File: src/rtl/tma_pkg.sv
// Shared constants, types and state codes of the trimmed moving-average filter.
`default_nettype none

package tma_pkg;

  localparam int SAMPLE_W       = 12;
  localparam int WINDOW_W       = 5;
  localparam int DATA_W         = 32;
  localparam int ADDR_W         = 2;
  localparam int RING_DEPTH_DEF = 16;
  localparam int TRIM_COUNT     = 2;

  localparam logic [WINDOW_W-1:0] WINDOW_RESET    = WINDOW_W'(16);
  localparam logic [ADDR_W-1:0]   REG_WINDOW_ADDR = ADDR_W'(0);

  typedef enum logic [2:0] {
    ST_IDLE,
    ST_WALK,
    ST_TRIM,
    ST_DIV,
    ST_DONE
  } state_t;

  typedef struct packed {
    logic load;
    logic shift;
  } cell_ctrl_t;

endpackage

`default_nettype wire

File: src/rtl/trimmed_moving_average_filter.sv
// Top level of the trimmed moving-average filter: ring of cells, walk, trim and divide control.
//
//   Channel   Direction  Handshake                       Payload
//   sample    in         sample_valid / sample_stall     sample [11:0]
//   filtered  out        filtered_valid / filtered_stall filtered [11:0]
//   config    in         APB psel / penable / pready     window_length at address 0
//
// An item passes from its transfer through one ring shift per entry, one trim step, the
// divider and the load of its result into the output register; a zero window skips the
// divider. The next sample is taken once the result sits in the output register, even if
// that result is still stalled, so a new sample is never taken while one is in progress.
// Reset clears the ring and the write slot and sets the window to 16.
`default_nettype none

module trimmed_moving_average_filter #(
  parameter int RING_DEPTH = tma_pkg::RING_DEPTH_DEF
) (
  input  wire                                  clk,
  input  wire                                  rst,
  input  wire                                  psel,
  input  wire                                  penable,
  input  wire                                  pwrite,
  input  wire  [tma_pkg::ADDR_W-1:0]           paddr,
  input  wire  [tma_pkg::DATA_W-1:0]           pwdata,
  output logic [tma_pkg::DATA_W-1:0]           prdata,
  output logic                                 pready,
  input  wire  [tma_pkg::SAMPLE_W-1:0]         sample,
  input  wire                                  sample_valid,
  output logic                                 sample_stall,
  output logic [tma_pkg::SAMPLE_W-1:0]         filtered,
  output logic                                 filtered_valid,
  input  wire                                  filtered_stall
);

  localparam int SW  = tma_pkg::SAMPLE_W;
  localparam int WW  = tma_pkg::WINDOW_W;
  localparam int NW  = $clog2(RING_DEPTH + 1);
  localparam int PW  = $clog2(RING_DEPTH);
  localparam int AW  = SW + NW;
  localparam int CMW = (NW > WW) ? NW : WW;
  localparam logic [PW-1:0] STEP_LAST = PW'(RING_DEPTH - 1);

  tma_pkg::state_t      state;
  tma_pkg::state_t      state_next;

  logic [WW-1:0]        window_length;
  logic                 cfg_write;

  logic [PW-1:0]        write_slot;
  logic [PW-1:0]        step;
  logic [NW-1:0]        n_q;
  logic [NW-1:0]        n_eff;
  logic [AW-1:0]        acc;
  logic [SW-1:0]        hi;
  logic [SW-1:0]        lo;
  logic                 zero_q;

  logic                 accept;
  logic                 out_free;
  logic                 load_out;
  logic                 walking;
  logic                 div_start;
  logic                 div_done;
  logic [SW-1:0]        div_q;
  logic [AW-1:0]        drop;
  logic [AW-1:0]        trimmed;
  logic [NW-1:0]        divisor;
  logic [SW-1:0]        head;
  logic                 in_window;

  logic [SW-1:0]              cell_data [RING_DEPTH];
  tma_pkg::cell_ctrl_t        cell_ctrl [RING_DEPTH];

  // Configuration port.
  assign pready    = 1'b1;
  assign cfg_write = psel && penable && pwrite && pready && (paddr == tma_pkg::REG_WINDOW_ADDR);

  always_comb begin
    prdata = '0;
    if (paddr == tma_pkg::REG_WINDOW_ADDR) begin
      prdata = tma_pkg::DATA_W'(window_length);
    end
  end

  always_ff @(posedge clk) begin
    if (rst) begin
      window_length <= tma_pkg::WINDOW_RESET;
    end else if (cfg_write) begin
      window_length <= pwdata[WW-1:0];
    end
  end

  // Windows longer than the ring act as the full ring.
  always_comb begin
    if (CMW'(window_length) > CMW'(RING_DEPTH)) begin
      n_eff = NW'(RING_DEPTH);
    end else begin
      n_eff = NW'(window_length);
    end
  end

  // Ring of cells, rotating toward cell 0 during the walk.
  assign accept  = sample_valid && !sample_stall;
  assign walking = (state == tma_pkg::ST_WALK);

  for (genvar k = 0; k < RING_DEPTH; k++) begin : g_cell
    localparam int NEXT = (k + 1) % RING_DEPTH;

    assign cell_ctrl[k].load  = accept && (write_slot == PW'(k));
    assign cell_ctrl[k].shift = walking;

    tma_cell u_cell (
      .clk      (clk),
      .rst      (rst),
      .ctrl     (cell_ctrl[k]),
      .sample   (sample),
      .shift_in (cell_data[NEXT]),
      .data     (cell_data[k])
    );
  end

  assign head      = cell_data[0];
  assign in_window = (NW'(step) < n_q);

  // Trim and divisor selection.
  always_comb begin
    drop = AW'(hi) + AW'(lo);
    if (n_q > NW'(tma_pkg::TRIM_COUNT)) begin
      trimmed = (acc >= drop) ? (acc - drop) : '0;
      divisor = n_q - NW'(tma_pkg::TRIM_COUNT);
    end else begin
      trimmed = acc;
      divisor = n_q;
    end
  end

  tma_div #(
    .AW (AW),
    .DW (NW)
  ) u_div (
    .clk      (clk),
    .rst      (rst),
    .start    (div_start),
    .dividend (trimmed),
    .divisor  (divisor),
    .done     (div_done),
    .quotient (div_q)
  );

  // Sequencer.
  assign out_free = !filtered_valid || !filtered_stall;

  always_ff @(posedge clk) begin
    if (rst) begin
      state <= tma_pkg::ST_IDLE;
    end else begin
      state <= state_next;
    end
  end

  always_comb begin
    state_next   = state;
    sample_stall = 1'b1;
    div_start    = 1'b0;
    load_out     = 1'b0;
    unique case (state)
      tma_pkg::ST_IDLE: begin
        sample_stall = 1'b0;
        if (sample_valid) begin
          state_next = tma_pkg::ST_WALK;
        end
      end
      tma_pkg::ST_WALK: begin
        if (step == STEP_LAST) begin
          state_next = tma_pkg::ST_TRIM;
        end
      end
      tma_pkg::ST_TRIM: begin
        if (n_q == '0) begin
          state_next = tma_pkg::ST_DONE;
        end else begin
          div_start  = 1'b1;
          state_next = tma_pkg::ST_DIV;
        end
      end
      tma_pkg::ST_DIV: begin
        if (div_done) begin
          if (out_free) begin
            load_out   = 1'b1;
            state_next = tma_pkg::ST_IDLE;
          end else begin
            state_next = tma_pkg::ST_DONE;
          end
        end
      end
      tma_pkg::ST_DONE: begin
        if (out_free) begin
          load_out   = 1'b1;
          state_next = tma_pkg::ST_IDLE;
        end
      end
      default: begin
        state_next = tma_pkg::ST_IDLE;
      end
    endcase
  end

  // Walk datapath.
  always_ff @(posedge clk) begin
    if (accept) begin
      acc    <= '0;
      hi     <= sample;
      lo     <= sample;
      n_q    <= n_eff;
      zero_q <= (n_eff == '0);
    end else if (walking && in_window) begin
      acc <= acc + AW'(head);
      if (head > hi) begin
        hi <= head;
      end
      if (head < lo) begin
        lo <= head;
      end
    end
  end

  always_ff @(posedge clk) begin
    if (rst) begin
      step <= '0;
    end else if (walking) begin
      step <= (step == STEP_LAST) ? '0 : step + PW'(1);
    end
  end

  // The write slot moves only for a nonzero window.
  always_ff @(posedge clk) begin
    if (rst) begin
      write_slot <= '0;
    end else if (state == tma_pkg::ST_TRIM && n_q != '0) begin
      if (NW'(write_slot) + NW'(1) >= n_q) begin
        write_slot <= '0;
      end else begin
        write_slot <= write_slot + PW'(1);
      end
    end
  end

  // Output register.
  always_ff @(posedge clk) begin
    if (rst) begin
      filtered_valid <= 1'b0;
    end else if (load_out) begin
      filtered_valid <= 1'b1;
    end else if (!filtered_stall) begin
      filtered_valid <= 1'b0;
    end
  end

  always_ff @(posedge clk) begin
    if (load_out) begin
      filtered <= zero_q ? '0 : div_q;
    end
  end

  a_slot_range: assert property (@(posedge clk) disable iff (rst)
    write_slot <= STEP_LAST)
    else $error("write slot left the ring");

  a_walk_end: assert property (@(posedge clk) disable iff (rst)
    (walking && step == STEP_LAST) |=> (state == tma_pkg::ST_TRIM))
    else $error("walk did not end in the trim step");

  a_accept_walk: assert property (@(posedge clk) disable iff (rst)
    accept |=> (walking && step == '0))
    else $error("accepted sample did not start a walk from entry zero");

  a_div_done: assert property (@(posedge clk) disable iff (rst)
    div_done |-> (state == tma_pkg::ST_DIV))
    else $error("divider finished outside the divide step");

  a_out_source: assert property (@(posedge clk) disable iff (rst)
    $rose(filtered_valid) |->
      ($past(state) == tma_pkg::ST_DIV || $past(state) == tma_pkg::ST_DONE))
    else $error("result appeared without a finished computation");

endmodule

`default_nettype wire

File: src/rtl/tma_cell.sv
// One ring slot: holds a sample, loads a new one, or takes its neighbor's value on a shift.
`default_nettype none

module tma_cell (
  input  wire                                  clk,
  input  wire                                  rst,
  input  wire  tma_pkg::cell_ctrl_t            ctrl,
  input  wire  [tma_pkg::SAMPLE_W-1:0]         sample,
  input  wire  [tma_pkg::SAMPLE_W-1:0]         shift_in,
  output logic [tma_pkg::SAMPLE_W-1:0]         data
);

  always_ff @(posedge clk) begin
    if (rst) begin
      data <= '0;
    end else if (ctrl.load) begin
      data <= sample;
    end else if (ctrl.shift) begin
      data <= shift_in;
    end
  end

endmodule

`default_nettype wire

File: src/rtl/tma_div.sv
// Restoring divider, one quotient bit per cycle, saturating the quotient to the sample range.
`default_nettype none

module tma_div #(
  parameter int AW = 17,
  parameter int DW = 5
) (
  input  wire                                  clk,
  input  wire                                  rst,
  input  wire                                  start,
  input  wire  [AW-1:0]                        dividend,
  input  wire  [DW-1:0]                        divisor,
  output logic                                 done,
  output logic [tma_pkg::SAMPLE_W-1:0]         quotient
);

  localparam int QW = tma_pkg::SAMPLE_W + 1;
  localparam int CW = $clog2(QW);

  logic [AW-1:0] rem;
  logic [AW-1:0] dsh;
  logic [QW-1:0] quo;
  logic [CW-1:0] cnt;
  logic          busy;
  logic          fits;

  assign fits = (rem >= dsh);

  always_ff @(posedge clk) begin
    if (rst) begin
      busy <= 1'b0;
      done <= 1'b0;
    end else begin
      done <= 1'b0;
      if (start) begin
        busy <= 1'b1;
      end else if (busy && cnt == CW'(QW - 1)) begin
        busy <= 1'b0;
        done <= 1'b1;
      end
    end
  end

  always_ff @(posedge clk) begin
    if (start) begin
      rem <= dividend;
      dsh <= AW'(divisor) << tma_pkg::SAMPLE_W;
      quo <= '0;
      cnt <= '0;
    end else if (busy) begin
      if (fits) begin
        rem <= rem - dsh;
      end
      quo <= {quo[QW-2:0], fits};
      dsh <= dsh >> 1;
      cnt <= cnt + CW'(1);
    end
  end

  // A set top bit means the true quotient does not fit in a sample.
  assign quotient = quo[QW-1] ? '1 : quo[QW-2:0];

endmodule

`default_nettype wire

File: config.mk
export PLATFORM = sky130hd
export DESIGN_NAME = trimmed_moving_average_filter
export DESIGN_NICKNAME = d
export VERILOG_FILES = /design/src/rtl/tma_pkg.sv /design/src/rtl/trimmed_moving_average_filter.sv /design/src/rtl/tma_cell.sv /design/src/rtl/tma_div.sv
export SDC_FILE = /design/constraint.sdc
export NUM_CORES = 1
export LEC_CHECK = 0
export BUFFER_PORTS_ARGS = -buffer_cell sky130_fd_sc_hd__buf_4
export CAP_MARGIN = 5
export CORE_ASPECT_RATIO = 1.2
export CORE_MARGIN = 1
export CORE_UTILIZATION = 50
export CTS_BUF_LIST = sky130_fd_sc_hd__clkbuf_2 sky130_fd_sc_hd__clkbuf_4 sky130_fd_sc_hd__clkbuf_8
export CTS_CLUSTER_SIZE = 12
export DETAILED_ROUTE_END_ITERATION = 8
export HOLD_SLACK_MARGIN = 0.03
export MAX_ROUTING_LAYER = met4
export PLACE_DENSITY = 0.67
export SYNTH_ARGS = -nofsm -noshare
export SYNTH_HDL_FRONTEND = slang
export SYNTH_SLANG_ARGS = --single-unit
File: constraint.sdc
create_clock -name clk -period 5.7 [get_ports clk]
set_clock_uncertainty 0.2 [all_clocks]
set_input_delay 0.285 -clock clk [delete_from_list [all_inputs] [get_ports clk]]
set_output_delay 0.285 -clock clk [all_outputs]
set_load 0.02 [all_outputs]
==> results.toml, run 1 <==
[setup_path]
reg2reg_from = "hi[0]$_DFFE_PP_"
cp-end-kind = "register"
reg2regPathDepth = 16
path_max_fanout = 9
path_class = "register to register"
required_ns = 5.82
cp-start-kind = "register"
worstReg2RegEnd = "u_div.rem[15]$_DFFE_PP_"
critical_path_arrival_ns = 5.22
ff2ff_setup_slack_ns = 0.60

[finish]
final_cell_mix = "304 x nor2_1, 256 x dfxtp_1, 229 x mux2i_1"
layout_commonest_cell = "nor2_1"
diodes = 0
layout-drive-gt1-share = 0.0825
area_delta_synth_final_pct = 9.85
fillerInstances = 3042
fin_nets = 2039

[synthesis]
netlist_instances = 1892
synth_area_um2 = 17400
yosysSeqAreaShare = 0.407
synth.avg_cell_area_um2 = 9.18
async_reset_ff_frac = 0
synth_top_area_share = 0.296
yosysWarnings = 0
synthTopCellsByArea = "dfxtp_1 30%, mux2i_1 13%, edfxtp_1 11%, a211oi_1 8.6%, ha_1 6.7%"
synth_cell_type_count = 69
synth-seq-cells = 321
synth-edff-count = 64
synth_flop_cell = "dfxtp_1"
yosys.area.top_type = "dfxtp_1"

[power]
p_per_area_nw_per_um2 = 294
p_leak_uw = 0.00824
vdd_drop_max_v = 0.000180

[clock_network]
path_clk_slew_ns = 0.06
tritoncts = "yes"
clock-root-buffer = "clkbuf_8"
cts_buffers = 52
cts_resized = 0
cts_max_level = 2
clk_latency_ns = 0.61
clockBufferDepth = 3
cts_sinks = 321
postCtsSetupBuffers = 0

[timing]
rsz0062_at_grt = "no"
slew_headroom = 0.200
fin_ws_ns = 0.599
fmax_ghz = 0.196
worstMarginPinSlew_ns = 1.20
post-route-period-util = 0.895
fin_setup_tns_ns = 0
final_hold_viol_count = 0
finalMaxSlewViolations = 0
finalSetupViolCount = 0
min_period_ns = 5.10

[hold_path]
hold_path_end = "acc[6]$_SDFFE_PP0P_"
worstHoldPathType = "register to register"
holdPathStages = 2
hold_start = "acc[6]$_SDFFE_PP0P_"

[floorplanning]
die_w_um = 172
die_h_um = 206
design.die.area_um2 = 35500
core_um2 = 34100
rows = 74
initial_utilization = 0.510
ios = 100

[placement]
hpwlAfterDp_um = 26000
gp_congestion = 0.888
dp_slack_ns = 0.614
io_buffers = 44

[grt]
grt_overflow = 0
grt_usage = 0.227
grt_antenna_before_repair = 0
grt_max_degree = 142
grt_pass1_vias = 12800
grt_pass1_wl_um = 63900

[run_status]
outcome = "completed"

[route]
wire_per_inst_um = 16.2
dr.pass1.iters = 4
drtIter0Drc = 704
wl_um = 38600
drc = 0
ant_nets = 0
via_count = 13200
vias_per_cell = 5.56

[flow_run]
cap_violations = 0
==> how the worst max path moves through the flow <==
stage	from	end	cells after the start
2_1_floorplan	hi[0]$_DFFE_PP_	u_div.rem[15]$_DFFE_PP_	17
3_3_place_gp	hi[0]$_DFFE_PP_	u_div.rem[15]$_DFFE_PP_	16
3_5_place_dp	hi[0]$_DFFE_PP_	u_div.rem[15]$_DFFE_PP_	16
4_1_cts	hi[0]$_DFFE_PP_	u_div.rem[15]$_DFFE_PP_	16
5_1_grt	hi[0]$_DFFE_PP_	u_div.rem[15]$_DFFE_PP_	16
6_report	hi[0]$_DFFE_PP_	u_div.rem[15]$_DFFE_PP_	16
==> critical path, stage by stage, from the launching register on <==
cell       delay [ns]
edfxtp_1         0.40
ha_1             0.24
fa_1             0.41
a21oi_1          0.17
o21bai_1         0.11
a21oi_1          0.20
o21ai_0          0.15
and4_1           0.22
a2111oi_0        0.49
xor2_1           0.14
ha_1             0.40
a21oi_1          0.18
o21ai_0          0.17
a21oi_1          0.41
a21oi_1          0.15
o31ai_2          0.59
o211ai_1         0.19
==> power breakdown <==
part | leakage (µW) | switching [µW] | internal [µW]
Sequential | 0.00267 | 67.4 | 2390
Combinational | 0.00500 | 632 | 452
Clock | 0.000569 | 918 | 1160
Total | 0.00824 | 1620 | 4000
==> Yosys cell counts (6+ instances only) <==
library cell,count
a211oi_1,200
a21o_1,24
a21oi_1,76
a221oi_1,6
and2_1,6
and3_1,6
buf_1,30
buf_2,12
buf_4,29
clkbuf_1,93
dfxtp_1,257
edfxtp_1,64
ha_1,93
inv_1,69
mux2i_1,229
nand2_1,98
nand2b_1,7
nand3_1,15
nand4_1,17
nor2_1,304
nor2b_1,17
nor3_1,24
nor4_1,6
o21a_1,25
o21ai_0,33
o21ai_1,6
o22ai_1,9
or3_1,8
xnor2_1,24
xor2_1,20
==> registers in the layout, indices dropped and copies added (netlist names), 3 cells and up <==
signal              count
g_cell.u_cell.data    192
acc                    17
u_div.dsh              17
u_div.rem              17
u_div.quo              13
filtered               12
hi                     12
lo                     12
n_q                     5
window_length           5
step                    4
u_div.cnt               4
write_slot              4
state                   3
==> layout make-up <==
| class | count | area [µm²] | area share |
|---|---|---|---|
| Multi-Input combinational cell | 1364 | 9400 | 0.493 |
| Sequential cell | 321 | 7070 | 0.371 |
| Clock buffer | 76 | 908 | 0.0476 |
| Timing Repair Buffer | 81 | 694 | 0.0364 |
| Tap cell | 456 | 571 | 0.0299 |
| Inverter | 69 | 259 | 0.0136 |
| Clock inverter | 16 | 166 | 0.00873 |
==> what timing repair did <==
| item | CTS | global route |
|---|---|---|
| hold endpoints to repair | 232 | 0 |
| hold buffers | 28 | 0 |
| setup endpoints to repair | 0 | 0 |
==> per-stage QoR <==
step                      total power, µW  utilization  hold slack (ns)  area [µm²]  instances
final                                5610        0.560            0.315       19100       2383
after global routing                 5910        0.560            0.336       19100       2383
after CTS                            5660        0.560            0.315       19100       2383
after detailed placement             3570        0.520            0.302       17700       2263
after global placement               3550        0.520            0.293       17700       2263
after floorplan                      3350            -            0.229       17500       1918
==> layer usage <==
layer | vias up | share of wire | global-route usage
li1 | 6761 | - | -
met1 | 6218 | 0.45 | 0.274
met2 | 203 | 0.49 | 0.389
met3 | 65 | 0.030 | 0.0304
met4 | 0 | 0.027 | 0.0759
met5 | - | 0 | -
==> kinds of logic after synthesis <==
kind of cell | after synthesis | share of synthesized area
other | 2 | 0.000433
buffers and inverters | 233 | 0.0575
adder cells (fa/ha/maj) | 97 | 0.0716
AND/OR/NAND/NOR | 534 | 0.134
multiplexers | 230 | 0.133
XOR/XNOR | 44 | 0.0222
flip-flops | 321 | 0.407
AO/OA/AOI/OAI | 431 | 0.174
(Power assumes the default switching activity.)
==> inputs of run 2 (changes only) <==
--- a/config.mk
+++ b/config.mk
@@ -7,7 +7,6 @@
 export LEC_CHECK = 0
 export BUFFER_PORTS_ARGS = -buffer_cell sky130_fd_sc_hd__buf_4
 export CAP_MARGIN = 5
-export CORE_ASPECT_RATIO = 1.2
 export CORE_MARGIN = 1
 export CORE_UTILIZATION = 50
 export CTS_BUF_LIST = sky130_fd_sc_hd__clkbuf_2 sky130_fd_sc_hd__clkbuf_4 sky130_fd_sc_hd__clkbuf_8
@@ -16,6 +15,7 @@
 export HOLD_SLACK_MARGIN = 0.03
 export MAX_ROUTING_LAYER = met4
 export PLACE_DENSITY = 0.67
+export SLEW_MARGIN = 20
 export SYNTH_ARGS = -nofsm -noshare
 export SYNTH_HDL_FRONTEND = slang
 export SYNTH_SLANG_ARGS = --single-unit
==> results.toml, run 2 (same netlist as run 1, synthesis figures left out) <==
[route]
ant_nets = 0
wire_per_inst_um = 16.7
via_count = 13500
dr.pass1.iters = 5
drc = 0
wl_um = 39900
vias_per_cell = 5.64
drtIter0Drc = 994

[setup_path]
reg2reg_from = "hi[0]$_DFFE_PP_"
worstReg2RegEnd = "u_div.rem[11]$_DFFE_PP_"
ff2ff_setup_slack_ns = 0.78
path_max_fanout = 8
cp-start-kind = "register"
slowest_delay_ns = 0.56
critical_path_arrival_ns = 5.19
critPathSlowestCell = "a211oi_2"
path_class = "register to register"
worstPathCellList = "ha_1 > fa_1 > a21oi_1 > o21bai_1 > a21oi_1 > o21ai_0 > and4_1 > a2111oi_0 > xor2_1 > ha_1 > nand2_1 > o31ai_1 > nor2_1 > a211oi_2 > o21a_1 > a2bb2oi_1"
reg2regPathDepth = 16
required_ns = 5.97
cp-end-kind = "register"

[clock_network]
cts_max_level = 2
tritoncts = "yes"
postCtsSetupBuffers = 0
cts_buffers = 54
cts_sinks = 321
clk_latency_ns = 0.63
clock-root-buffer = "clkbuf_8"
clockBufferDepth = 3
path_clk_slew_ns = 0.06

[floorplanning]
rows = 67
die_h_um = 188
design.die.area_um2 = 35500
core_um2 = 33900
initial_utilization = 0.513
ios = 100
die_w_um = 188

[finish]
stdcell_count = 2391
postLayoutCoreUtil = 0.569
seq_area_um2 = 7070
fillerInstances = 2998
layout-drive-gt1-share = 0.0911
regMostFlops = "g_cell.u_cell.data"
largest_reg_flops = 192
diodes = 0
multi_input_area_um2 = 9410
layout_commonest_cell = "nor2_1"
fin_nets = 2049
final_cell_mix = "304 x nor2_1, 256 x dfxtp_1, 229 x mux2i_1"
post-route-cell-area_um2 = 19300
area_delta_synth_final_pct = 11.0

[timing]
post-route-period-util = 0.863
finalSetupViolCount = 0
fmax_ghz = 0.203
final_hold_viol_count = 0
worstMarginPinSlew_ns = 1.10
rsz0062_at_grt = "no"
fin_setup_tns_ns = 0
min_period_ns = 4.92
finalMaxSlewViolations = 0
slew_headroom = 0.269

[hold_path]
hold_start = "u_div.dsh[0]$_SDFFE_PP0P_"
holdPathStages = 2
worstHoldPathType = "register to register"
hold_path_end = "u_div.dsh[0]$_SDFFE_PP0P_"

[power]
p_per_area_nw_per_um2 = 300
p_leak_uw = 0.00835
vdd_drop_max_v = 0.000197
fin_total_pwr_uw = 5790

[placement]
io_buffers = 44
dp_cells = 2258
hpwlAfterDp_um = 26200
gp_congestion = 0.877
place_area_um2 = 17700

[flow_run]
cap_violations = 0

[grt]
grt_antenna_before_repair = 0
grt_usage = 0.233
grt_overflow = 0
grt_max_degree = 154
grt_pass1_wl_um = 66400
grt_pass1_vias = 13000

[run_status]
outcome = "completed"
## run 2: critical path: cells and delay by family (launching register included)
| kind | cells | cell delay (ns) |
|---|---|---|
| AO/OA/AOI/OAI | 9 | 2.46 |
| XOR/XNOR | 1 | 0.16 |
| adder cells (fa/ha/maj) | 3 | 1.11 |
| flip-flops | 1 | 0.40 |
| AND/OR/NAND/NOR | 3 | 0.44 |
## run 2: where the power goes
group	switching, µW	leakage [µW]	internal, µW
clock network	951	0.000646	1280
registers	69.7	0.00267	2390
logic	644	0.00504	453
total	1660	0.00835	4120
## run 2: timing repair
| action | 4_1_cts | 5_1_grt |
|---|---|---|
| hold buffers | 30 | 0 |
| gates resized for setup | 0 | 0 |
| setup endpoints to repair | 0 | 0 |
| hold endpoints to repair | 231 | 0 |
## run 2: metal layers
layer	track usage	wire [µm]	vias to the layer above
li1	-	-	6797
met1	0.302	19000	6369
met2	0.370	18600	253
met3	0.0339	1370	65
met4	0.0853	1030	0
met5	-	0	-
## run 2: metrics by stage
| step | setup slack, ns | hold WS [ns] |
|---|---|---|
| global placement | 0.850 | 0.290 |
| finish | 0.780 | 0.309 |
| floorplan | 1.30 | 0.229 |
| detailed placement | 0.859 | 0.300 |
| CTS | 0.826 | 0.309 |
| global route | 0.434 | 0.321 |
## run 2: final cells by class
type,count,share of cell area
clock buffers,91,0.0582
clock inverters,9,0.00416
inverters,69,0.0134
multi-input cells,1364,0.488
flip-flops and latches,321,0.367
well taps,448,0.0291
repair buffers,89,0.0400
## run 2: worst max path at each step
stage / start / end / slack [ns] / depth (start not counted)
2_1_floorplan: hi[0]$_DFFE_PP_ / u_div.rem[15]$_DFFE_PP_ / 1.30 / 17
3_3_place_gp: hi[0]$_DFFE_PP_ / u_div.rem[11]$_DFFE_PP_ / 0.85 / 16
3_5_place_dp: hi[0]$_DFFE_PP_ / u_div.rem[11]$_DFFE_PP_ / 0.86 / 16
4_1_cts: hi[0]$_DFFE_PP_ / u_div.rem[11]$_DFFE_PP_ / 0.83 / 16
5_1_grt: hi[0]$_DFFE_PP_ / u_div.rem[11]$_DFFE_PP_ / 0.43 / 16
6_report: hi[0]$_DFFE_PP_ / u_div.rem[11]$_DFFE_PP_ / 0.78 / 16
==> inputs of run 3 (changes only) <==
--- a/config.mk
+++ b/config.mk
@@ -7,6 +7,7 @@
 export LEC_CHECK = 0
 export BUFFER_PORTS_ARGS = -buffer_cell sky130_fd_sc_hd__buf_4
 export CAP_MARGIN = 5
+export CORE_ASPECT_RATIO = 0.6
 export CORE_MARGIN = 1
 export CORE_UTILIZATION = 50
 export CTS_BUF_LIST = sky130_fd_sc_hd__clkbuf_2 sky130_fd_sc_hd__clkbuf_4 sky130_fd_sc_hd__clkbuf_8
==> results.toml, run 3 (same netlist as run 1, synthesis figures left out) <==
[timing]
rsz0062_at_grt = "no"
final_hold_viol_count = 0
min_period_ns = 5.12
fmax_ghz = 0.195
finalMaxSlewViolations = 0
slew_headroom = 0.266
post-route-period-util = 0.898
finalSetupViolCount = 0
worstMarginPinSlew_ns = 1.10
fin_setup_tns_ns = 0

[route]
wl_um = 42600
drtIter0Drc = 1242
via_count = 13700
dr.pass1.iters = 5
drc = 0
vias_per_cell = 5.75
wire_per_inst_um = 17.9
ant_nets = 0

[placement]
hpwlAfterDp_um = 28500
gp_congestion = 0.873
io_buffers = 44
place_area_um2 = 17700

[hold_path]
hold_start = "acc[6]$_SDFFE_PP0P_"
worstHoldPathType = "register to register"
hold_path_end = "acc[6]$_SDFFE_PP0P_"
holdPathStages = 2

[setup_path]
cp_num_buf_inv = 0
path_max_fanout = 8
critPathSlowestCell = "a211oi_2"
path_delay_family = "compound AO/OA/AOI/OAI gates"
cp-startpoint = "hi[0]$_DFFE_PP_"
worstPathCellList = "ha_1 > fa_1 > a21oi_1 > o21bai_1 > a21oi_1 > o21ai_0 > and4_1 > a2111oi_0 > xor2_1 > ha_1 > nand2_1 > o31ai_1 > nor2_1 > a211oi_2 > o21a_1 > a2bb2oi_1"
cp-end-kind = "register"
ff2ff_setup_slack_ns = 0.58
slowest_delay_ns = 0.67
worstReg2RegEnd = "u_div.rem[11]$_DFFE_PP_"
reg2regPathDepth = 16
cp-start-kind = "register"
critical_path_arrival_ns = 5.38
reg2reg_from = "hi[0]$_DFFE_PP_"
required_ns = 5.96
path_class = "register to register"

[clock_network]
cts_buffers = 49
postCtsSetupBuffers = 0
clk_latency_ns = 0.63
clockBufferDepth = 3
cts_sinks = 321
clock-root-buffer = "clkbuf_8"
cts_max_level = 2
path_clk_slew_ns = 0.06
tritoncts = "yes"

[finish]
fin_nets = 2043
post-route-cell-area_um2 = 19100
final_cell_mix = "304 x nor2_1, 256 x dfxtp_1, 229 x mux2i_1"
regMostFlops = "g_cell.u_cell.data"
largest_reg_flops = 192
layout_commonest_cell = "nor2_1"
area_delta_synth_final_pct = 9.85
layout-drive-gt1-share = 0.0851
diodes = 0

[grt]
grt_overflow = 0
grt_pass1_vias = 12700
grt_usage = 0.246
grt_antenna_before_repair = 0
grt_max_degree = 140
grt_pass1_wl_um = 68900

[floorplanning]
die_w_um = 243
design.die.area_um2 = 35500
initial_utilization = 0.511
rows = 52
die_h_um = 146
core_um2 = 34000
ios = 100

[power]
vdd_drop_max_v = 0.000196
p_leak_uw = 0.00823
p_per_area_nw_per_um2 = 292
p_seq_frac = 0.439
p_int_uw = 3890
sw_frac_of_total = 0.302
p_comb_frac = 0.203
power_switching_uw = 1680
p_clk_frac = 0.358

[run_status]
outcome = "completed"

[flow_run]
cap_violations = 0
[run 3: worst max-delay path by stage]
| stage | endpoint | depth (start not counted) |
|---|---|---|
| 6_report | u_div.rem[11]$_DFFE_PP_ | 16 |
| 5_1_grt | u_div.rem[1]$_DFFE_PP_ | 17 |
| 4_1_cts | u_div.rem[11]$_DFFE_PP_ | 16 |
| 3_5_place_dp | u_div.rem[1]$_DFFE_PP_ | 16 |
| 3_3_place_gp | u_div.rem[11]$_DFFE_PP_ | 16 |
| 2_1_floorplan | u_div.rem[15]$_DFFE_PP_ | 17 |
[run 3: what timing repair did]
action / CTS / global route
hold endpoints to repair: 228 / 0
resized for setup: 0 / 0
endpoints found under the setup margin: 0 / 0
hold buffers: 28 / 0
[run 3: power groups by stage]
| stage | Sequential, µW | Combinational (µW) | Clock, µW |
|---|---|---|---|
| 3_5_place_dp | 2500 | 1100 | 0 |
| 3_3_place_gp | 2500 | 1080 | 0 |
| 5_1_grt | 2460 | 1260 | 2140 |
| 6_report | 2450 | 1130 | 2000 |
| 2_1_floorplan | 2470 | 881 | 0 |
| 4_1_cts | 2450 | 1120 | 2040 |
[run 3: layout make-up]
type	count	area, µm²
Timing Repair Buffer	88	762
Multi-Input combinational cell	1364	9410
Fill cell	2961	14900
Clock buffer	78	948
Tap cell	459	574
Clock inverter	8	52.6
Inverter	69	259
Sequential cell	321	7070
[run 3: routing by layer]
metal	vias up	share of wire	GRT usage
li1	6772	-	-
met1	6555	0.51	0.367
met2	345	0.40	0.334
met3	57	0.072	0.0553
met4	0	0.013	0.0491
met5	-	0	-
[run 3: worst reg2reg max path: stages, from the launching register on]
cell and delay, ns:
edfxtp_1 0.41, ha_1 0.25, fa_1 0.42, a21oi_1 0.19, o21bai_1 0.12, a21oi_1 0.22
o21ai_0 0.19, and4_1 0.24, a2111oi_0 0.49, xor2_1 0.14, ha_1 0.43, nand2_1 0.10
o31ai_1 0.44, nor2_1 0.11, a211oi_2 0.67, o21a_1 0.21, a2bb2oi_1 0.15
[run 3: per-stage QoR]
step	hold slack [ns]	worst slack [ns]	total power [µW]	utilization	std cells
after floorplan	0.229	1.30	3350	-	1918
after global placement	0.289	0.705	3580	0.522	2269
after global routing	0.309	0.187	5860	0.562	2387
final	0.302	0.581	5580	0.562	2387
after CTS	0.266	0.646	5600	0.560	2383
after detailed placement	0.297	0.678	3600	0.522	2269
